===== src/hw/rtl/sis_pkg.sv =====
package sis_pkg;

   // Request opcodes. The unused code behaves as a status read.
   typedef enum logic [1:0] {
      OP_PUSH = 2'd0,
      OP_POP  = 2'd1,
      OP_READ = 2'd2
   } opcode_type;

   // Response status codes.
   typedef enum logic [1:0] {
      ST_OK         = 2'd0,
      ST_POP_EMPTY  = 2'd1,
      ST_PUSH_FULL  = 2'd2
   } status_type;

   // Command broadcast to every cell of the chain. Both are already qualified,
   // so a push is never sent when full and a pop never when empty.
   typedef struct packed {
      logic push;
      logic pop;
   } cell_cmd_type;

endpackage


===== src/hw/rtl/sis_if.sv =====
// Request channel: opcode and value.
interface sis_req_if #(
   parameter int VALUE_WIDTH = 32
) ();
   logic                          valid;
   logic                          ready;
   logic [1:0]                    opcode;
   logic signed [VALUE_WIDTH-1:0] value;

   modport source (output valid, output opcode, output value, input ready);
   modport sink (input valid, input opcode, input value, output ready);
endinterface

// Response channel: top of stack, count, empty flag and status.
interface sis_rsp_if #(
   parameter int VALUE_WIDTH = 32,
   parameter int COUNT_WIDTH = 5
) ();
   logic                          valid;
   logic                          ready;
   logic signed [VALUE_WIDTH-1:0] top_value;
   logic [COUNT_WIDTH-1:0]        entry_count;
   logic                          is_empty;
   logic [1:0]                    status;

   modport source (output valid, output top_value, output entry_count, output is_empty,
                   output status, input ready);
   modport sink (input valid, input top_value, input entry_count, input is_empty,
                 input status, output ready);
endinterface


===== src/hw/rtl/sis_cell.sv =====
module sis_cell #(
   parameter int VALUE_WIDTH = 32
) (
   input  logic                          clock,
   input  logic                          reset,
   input  sis_pkg::cell_cmd_type         cmd,
   input  logic signed [VALUE_WIDTH-1:0] new_value,
   input  logic                          prev_occ,
   input  logic                          prev_lt,
   input  logic signed [VALUE_WIDTH-1:0] prev_entry,
   input  logic                          next_occ,
   output logic                          occ,
   output logic                          lt,
   output logic                          top,
   output logic signed [VALUE_WIDTH-1:0] entry
);

   logic                          occ_ff;
   logic                          occ_in;
   logic signed [VALUE_WIDTH-1:0] entry_ff;
   logic signed [VALUE_WIDTH-1:0] entry_in;
   logic                          load;

   // This cell holds a value smaller than the one being pushed.
   assign lt    = occ_ff && (entry_ff < new_value);
   assign top   = occ_ff && !next_occ;
   assign occ   = occ_ff;
   assign entry = entry_ff;

   // A push loads a cell whose entry moves up, or the first free cell.
   assign load = cmd.push && (occ_ff ? lt : prev_occ);

   // The loaded value is the neighbor's entry if that one moves up too,
   // otherwise the new value lands here.
   always_comb begin
      entry_in = entry_ff;
      if (load) begin
         entry_in = prev_lt ? prev_entry : new_value;
      end
   end

   // A pop frees only the topmost occupied cell.
   always_comb begin
      occ_in = occ_ff;
      if (load) begin
         occ_in = 1'b1;
      end else if (cmd.pop) begin
         occ_in = occ_ff && next_occ;
      end
   end

   always_ff @(posedge clock) begin
      if (reset) begin
         occ_ff <= 1'b0;
      end else begin
         occ_ff <= occ_in;
      end
   end

   always_ff @(posedge clock) begin
      entry_ff <= entry_in;
   end

endmodule


===== src/hw/rtl/sorted_insert_stack.sv =====
// Sorted insert stack: a bounded stack of signed values kept in sorted order,
// so the smallest value is always on top.
// Request channel (req): opcode push, pop or status read, and a value used by
// a push. A push goes above every stored value that is not smaller than it, so
// among equal values the newest is on top. A pop removes the top value.
// Response channel (rsp): one response per request with the top value after
// the request (0 when empty), the entry count, an empty flag and a status:
// ok, pop on empty ignored, or push on full dropped.
// The store is a chain of DEPTH cells; every cell compares its entry with the
// pushed value at once and shifts up by one. Each request goes through the
// chain update, then the response register that selects the top cell.
// Throughput is one request per cycle while rsp.ready stays high.
// When the receiver stalls, one response waits in the output register and one
// more in the stage behind it; req.ready then drops until rsp.ready returns.
// Reset empties the store; entry contents need no clearing.
module sorted_insert_stack #(
   parameter int DEPTH       = 16,
   parameter int VALUE_WIDTH = 32
) (
   input logic       clock,
   input logic       reset,
   sis_req_if.sink   req,
   sis_rsp_if.source rsp
);

   localparam int COUNT_WIDTH = $clog2(DEPTH + 1);

   // Chain wiring.
   logic                          cell_occ   [DEPTH];
   logic                          cell_lt    [DEPTH];
   logic                          cell_top   [DEPTH];
   logic signed [VALUE_WIDTH-1:0] cell_entry [DEPTH];
   sis_pkg::cell_cmd_type         cmd;

   // Control and response registers.
   logic [COUNT_WIDTH-1:0]        count_ff;
   logic [COUNT_WIDTH-1:0]        count_in;
   logic                          pend_ff;
   logic                          pend_in;
   sis_pkg::status_type           pend_status_ff;
   sis_pkg::status_type           status_in;
   logic                          out_valid_ff;
   logic                          out_valid_in;
   logic signed [VALUE_WIDTH-1:0] out_top_ff;
   logic [COUNT_WIDTH-1:0]        out_count_ff;
   sis_pkg::status_type           out_status_ff;
   logic signed [VALUE_WIDTH-1:0] top_mux;
   logic                          accept;
   logic                          pend_move;
   logic                          full;
   logic                          empty;

   // Handshake: the pending stage moves into the output register when it is free.
   assign pend_move = pend_ff && (!out_valid_ff || rsp.ready);
   assign req.ready = !pend_ff || pend_move;
   assign accept    = req.valid && req.ready;

   assign full  = (count_ff == COUNT_WIDTH'(DEPTH));
   assign empty = (count_ff == '0);

   // Decode the request into a chain command, a status and the next count.
   always_comb begin
      cmd       = '0;
      status_in = sis_pkg::ST_OK;
      count_in  = count_ff;
      case (sis_pkg::opcode_type'(req.opcode))
         sis_pkg::OP_PUSH: begin
            if (full) begin
               status_in = sis_pkg::ST_PUSH_FULL;
            end else begin
               cmd.push = accept;
               count_in = count_ff + COUNT_WIDTH'(1);
            end
         end
         sis_pkg::OP_POP: begin
            if (empty) begin
               status_in = sis_pkg::ST_POP_EMPTY;
            end else begin
               cmd.pop  = accept;
               count_in = count_ff - COUNT_WIDTH'(1);
            end
         end
         default: begin
            status_in = sis_pkg::ST_OK;
         end
      endcase
   end

   // The chain of cells; cell 0 is the bottom of the stack.
   for (genvar i = 0; i < DEPTH; i++) begin : g_cell
      logic                          prev_occ;
      logic                          prev_lt;
      logic signed [VALUE_WIDTH-1:0] prev_entry;
      logic                          next_occ;

      if (i == 0) begin : g_bottom
         assign prev_occ   = 1'b1;
         assign prev_lt    = 1'b0;
         assign prev_entry = '0;
      end else begin : g_inner
         assign prev_occ   = cell_occ[i-1];
         assign prev_lt    = cell_lt[i-1];
         assign prev_entry = cell_entry[i-1];
      end

      if (i == DEPTH - 1) begin : g_last
         assign next_occ = 1'b0;
      end else begin : g_below
         assign next_occ = cell_occ[i+1];
      end

      sis_cell #(
         .VALUE_WIDTH (VALUE_WIDTH)
      ) u_cell (
         .clock      (clock),
         .reset      (reset),
         .cmd        (cmd),
         .new_value  (req.value),
         .prev_occ   (prev_occ),
         .prev_lt    (prev_lt),
         .prev_entry (prev_entry),
         .next_occ   (next_occ),
         .occ        (cell_occ[i]),
         .lt         (cell_lt[i]),
         .top        (cell_top[i]),
         .entry      (cell_entry[i])
      );
   end

   // Select the top cell; at most one flag is set, none when empty.
   always_comb begin
      top_mux = '0;
      for (int i = 0; i < DEPTH; i++) begin
         if (cell_top[i]) begin
            top_mux = top_mux | cell_entry[i];
         end
      end
   end

   assign pend_in      = accept || (pend_ff && !pend_move);
   assign out_valid_in = pend_move || (out_valid_ff && !rsp.ready);

   always_ff @(posedge clock) begin
      if (reset) begin
         count_ff     <= '0;
         pend_ff      <= 1'b0;
         out_valid_ff <= 1'b0;
      end else begin
         if (accept) begin
            count_ff <= count_in;
         end
         pend_ff      <= pend_in;
         out_valid_ff <= out_valid_in;
      end
   end

   // Response payload; the pending request's count is count_ff until it moves.
   always_ff @(posedge clock) begin
      if (accept) begin
         pend_status_ff <= status_in;
      end
      if (pend_move) begin
         out_top_ff    <= top_mux;
         out_count_ff  <= count_ff;
         out_status_ff <= pend_status_ff;
      end
   end

   assign rsp.valid       = out_valid_ff;
   assign rsp.top_value   = out_top_ff;
   assign rsp.entry_count = out_count_ff;
   assign rsp.is_empty    = (out_count_ff == '0);
   assign rsp.status      = out_status_ff;

endmodule


===== src/flat_wrapper.sv =====
// flat-port wrapper written by rule: the top's interface ports become plain ports
module sorted_insert_stack_flat 
#(
   parameter int DEPTH       = 16,
   parameter int VALUE_WIDTH = 32
)
  (clock, reset, req_valid, req_opcode, req_value, req_ready, rsp_valid, rsp_top_value, rsp_entry_count, rsp_is_empty, rsp_status, rsp_ready);
  sis_req_if #(.VALUE_WIDTH(VALUE_WIDTH)) req_i ();
  sis_rsp_if #(.VALUE_WIDTH(VALUE_WIDTH), .COUNT_WIDTH((5))) rsp_i ();
  input logic clock;
  input logic reset;
  input wire logic [$bits(req_i.valid)-1:0] req_valid;
  input wire logic [$bits(req_i.opcode)-1:0] req_opcode;
  input wire logic [$bits(req_i.value)-1:0] req_value;
  output wire logic [$bits(req_i.ready)-1:0] req_ready;
  output wire logic [$bits(rsp_i.valid)-1:0] rsp_valid;
  output wire logic [$bits(rsp_i.top_value)-1:0] rsp_top_value;
  output wire logic [$bits(rsp_i.entry_count)-1:0] rsp_entry_count;
  output wire logic [$bits(rsp_i.is_empty)-1:0] rsp_is_empty;
  output wire logic [$bits(rsp_i.status)-1:0] rsp_status;
  input wire logic [$bits(rsp_i.ready)-1:0] rsp_ready;
  assign req_i.valid = req_valid;
  assign req_i.opcode = req_opcode;
  assign req_i.value = req_value;
  assign req_ready = req_i.ready;
  assign rsp_valid = rsp_i.valid;
  assign rsp_top_value = rsp_i.top_value;
  assign rsp_entry_count = rsp_i.entry_count;
  assign rsp_is_empty = rsp_i.is_empty;
  assign rsp_status = rsp_i.status;
  assign rsp_i.ready = rsp_ready;
  sorted_insert_stack #(.DEPTH(DEPTH), .VALUE_WIDTH(VALUE_WIDTH)) u_core (.clock(clock), .reset(reset), .req(req_i), .rsp(rsp_i));
endmodule

===== config.mk =====
export PLATFORM = sky130hd
export DESIGN_NAME = sorted_insert_stack_flat
export DESIGN_NICKNAME = d
export VERILOG_FILES = /design/src/hw/rtl/sis_pkg.sv /design/src/hw/rtl/sis_if.sv /design/src/hw/rtl/sis_cell.sv /design/src/hw/rtl/sorted_insert_stack.sv /design/src/flat_wrapper.sv
export SDC_FILE = /design/constraint.sdc
export NUM_CORES = 2
export LEC_CHECK = 0
export ABC_AREA = 1
export CAP_MARGIN = 20
export CORE_MARGIN = 10
export CORE_UTILIZATION = 53
export DETAILED_ROUTE_END_ITERATION = 12
export DONT_BUFFER_PORTS = 1
export PLACE_DENSITY = 0.76
export SYNTH_ARGS = -nofsm -noshare
export SYNTH_HDL_FRONTEND = slang
export SYNTH_HIERARCHICAL = 1
export SYNTH_SLANG_ARGS = --single-unit

===== constraint.sdc =====
create_clock -name clock -period 3.3 [get_ports clock]
set_input_delay 0.33 -clock clock [delete_from_list [all_inputs] [get_ports clock]]
set_output_delay 0.33 -clock clock [all_outputs]
set_load 0.01 [all_outputs]

# Word level (Yosys, flattened, before mapping)
# Cells that the tools add are included.
# Widths: inputs -> output; s select.
# word_totals
memories	0
latchBits	0
reg_bits	576
romBits	0
input_bits	38
elab_cells	275
ramBits	0
# classes
magnitude_cmp	16
shifts	0
add_sub_neg	2
n_eq_ne	4
reduce_logical	110
mul	0
muxes	89
div	0
bitwise_logic	15
# op_table
cell	count
$mux 32	31
$lt 32x32->1	16
$or 32x32->32	15
$logic_and 1x1->1	66
$mux 1	53
$reduce_bool 2->1	17
$logic_not 1->1	19
$logic_not 5->1	2
$mux 5	2
$pmux 5 s2	1
$add 5x1->5 const B	1
$eq 5x5->1 const B	1
$sub 5x1->5 const B	1
$logic_or 1x1->1	4
$ne 2x2->1 const B	2
$pmux 2 s2	1
$reduce_and 4->1	1
$eq 2x1->1 const B	1
$logic_not 2->1	1
$mux 2	1

# Logic depth before layout (Yosys ltp)
# depth
word_depth	33
mapped_depth	19
mapped_depth_nobuf	17

# By module
# Netlist, hierarchy kept.
# modules_own_cells
mod	seq_area_each_um2	area_per_inst_um2	instances	cells_each
sis_cell at u_core.g_cell[0].u_cell ...	980.9	2202.1	15	251
sorted_insert_stack	1371.3	4924.7	1	778
sis_cell at u_core.g_cell[14].u_cell	980.9	2202.1	1	250

# Worst setup path before layout
# No wires, ideal clock.
# synth_timing
path_kind	register -> register
startpoint	register u_core.out_valid_ff (netlist: u_core/rsp.valid)
endpoint	register u_core.g_cell[0].u_cell.entry_ff[0], enable pin
setup_slack_ps	460
required_time_ps	2913
setup_ps	387
arrival_time_ps	2454
path_buffers	0
stages_incl_launch_ff	8
cell_sequence	dfxtp_1 > nand3_2 > nand2_4 > inv_1 > nand2_1 > nor2_1 > nand2_2 > inv_1
# synth_lines
item	line	text
start, declared	sorted_insert_stack.sv:42	logic out_valid_ff;
start signal, assigned	sorted_insert_stack.sv:153	out_valid_ff <= out_valid_in;
end signal, assigned	sis_cell.sv:61	entry_ff <= entry_in;
end, declared	sis_cell.sv:20	logic signed [VALUE_WIDTH-1:0] entry_ff;

==> results.yml <==
sta:
  min_period_ps: 3210
  relSlewSlack_pct: 16.2
  finalSetupViolations: 0
  tightestPinTransition_ps: 1260
  skew_ps: 36.0
  hold_violations: 0
  min_period_over_period_pct: 97.2
  fmax_mhz: 312
  slew_viol_final: 0
clocking:
  cts_tree: "yes"
  cts_max_level: 3
  cts_buffers: 68
  post_cts_buffers: 0
  cts_buffer_depth: 3
  worst_skew_pair.late_latency_ps: 620
  cts-root-buf: "clkbuf_16"
  clkSinkCount: 576
  cts.reportedPaths.clkPinSlew_ps: 60
synthesis:
  syn_area_mm2: 0.0402
  syn_inst: 4792
  syn_area_per_cell_um2: 8.38
  yosysWarnings: 6
placement:
  placed_area_mm2: 0.0419
  routabilityCongestion: 0.952
  dp_hpwl_um: 91100
  port_buffers: 0
worst_setup_path:
  startpoint_type: "input pin"
  critPathCaptureType: "flop"
  crit_type: "input pin to flop"
  worstPathRequired_ps: 3640
  critPathMaxFanout: 32
  cp_data_arrival_time_ps: 3550
global_routing:
  grtUsageTotal_pct: 29.0
  grt_max_degree: 64
  antenna_found_initial: 14
  grt_pass1_wl_um: 194000
  grt_pass1_vias: 33000
  grt_overflow_total: 0
power_and_ir_drop:
  switching_power_uw: 4190
  peakVddDrop_mv: 0.373
  p_total_uw: 17100
  combPwrFrac_pct: 9.0
  p_seq_share_pct: 47.2
  leakage_uw: 0.0198
  cellInternalPower_uw: 12900
  power.density_mw_per_mm2: 382
  pwr-share-clk_pct: 43.7
  sw_frac_of_total_pct: 24.5
detailed_routing:
  via_per_inst: 5.89
  first_pass_iters: 8
  vias: 34900
  ant_nets: 0
  first_iter_violations: 4717
  wl_um: 128000
  wire_per_inst_um: 21.6
  route.detailed.drc: 0
floorplan:
  std_cell_rows: 100
  dieArea_mm2: 0.0872
  die_h_um: 295
  die_w_um: 295
  core_mm2: 0.0748
  boundaryPins: 80
  start_util_pct: 53.7
final_layout:
  syn_to_final_growth_pct: 11.6
  drive_gt1_share_pct: 9.37
  fin_nets: 5452
  fin_area_mm2: 0.0448
run_status:
  status: "finished, final reports clean"
hold_path:
  hp-class: "input pin to flop"
flow_run:
  max_cap_viol_count: 0
==> worst max-delay path: stages <==
cell	delay, ps
dlygate4sd3_1	1060
inv_1	140
ha_1	230
a21oi_1	130
o21ai_1	80
nand2_1	80
nand3_1	130
a21oi_2	220
nand3_1	120
nand3_2	100
clkinv_1	410
buf_12	340
nand2_1	60
o21ai_0	100
==> power groups by stage <==
stage,clock (uW),sequential [uW],combinational (uW)
final,7500,8100,1540
after global routing,7800,8100,1730
after CTS,7580,8100,1490
after detailed placement,0,8250,1270
after global placement,0,8250,1210
after floorplan,0,8240,979
==> stage by stage <==
step	hold slack, ps	std cells	worst slack [ps]	utilization (%)	setup TNS (ps)
floorplan	392	4826	460	-	0
global placement	406	5744	492	56.0	0
detailed placement	412	5744	449	56.0	0
CTS	0.0701	5932	0.473	59.8	0
global route	12.9	5932	-0.465	59.9	-0.465
finish	17.0	5937	91.6	59.9	0
==> per-layer routing <==
| layer | global-route usage (%) | vias up | part of all wire, % |
|---|---|---|---|
| met5 | 0 | - | 0.082 |
| met4 | 10.4 | 16 | 3.8 |
| met3 | 8.37 | 346 | 15 |
| met2 | 42.9 | 2135 | 42 |
| met1 | 40.0 | 16100 | 40 |
| li1 | - | 16300 | - |
==> path summary, 6_finish.rpt <==
kind                                startpoint                                 end  slack, ps  depth (start not counted)
max reg2reg  u_core/g_cell[5].u_cell/entry[23]   u_core/g_cell[6].u_cell/entry[24]        410                         13
max                              req_value[16]   u_core/g_cell[6].u_cell/entry[24]         90                         14
min reg2reg           u_core/pend_status_ff[0]                u_core/rsp.status[0]        430                          0
min                              req_value[28]  u_core/g_cell[14].u_cell/entry[28]         20                          2
==> what timing repair did <==
action,4_1_cts,5_1_grt
endpoints found under the hold margin,361,0
gates resized for setup,0,26
setup endpoints to repair,0,407
hold buffers,69,0
==> state kept, by name, indices dropped and copies added, names as in the netlist <==
signal	flops
u_core/rsp.status	2
u_core/g_cell.u_cell/entry	512
u_core/rsp.entry_count	5
u_core/rsp.top_value	32
u_core/pend_ff	1
u_core/rsp.valid	1
u_core/pend_status_ff	2
u_core/count_ff	5
u_core/g_cell.u_cell/occ	16
==> placed cells by master (no fill, tap or decap), types with 16 or more instances in the layout <==
master	instances
a21oi_1	191
a21oi_2	80
a221oi_1	50
a22o_1	33
buf_4	96
clkbuf_16	70
clkinv_1	18
conb_1	36
dfxtp_1	23
dlygate4sd3_1	45
dlymetal6s4s_1	23
edfxtp_1	553
ha_1	499
inv_1	702
mux2_2	16
nand2_1	1410
nand2_2	33
nand3_1	92
nand3_2	34
nand4_1	61
nor2_1	144
nor2_2	52
nor3_2	32
o21ai_0	561
==> cell type report <==
class	count	area, um^2
sequential	576	17100
timing repair buffer	178	1740
clock buffer	84	1800
multi-input combinational	3370	19900
tap	969	1210
fill	6319	30000
inverter	720	2710
clock inverter	35	335
antenna	5	12.5
Note: power is estimated with default switching activity, not from simulation.
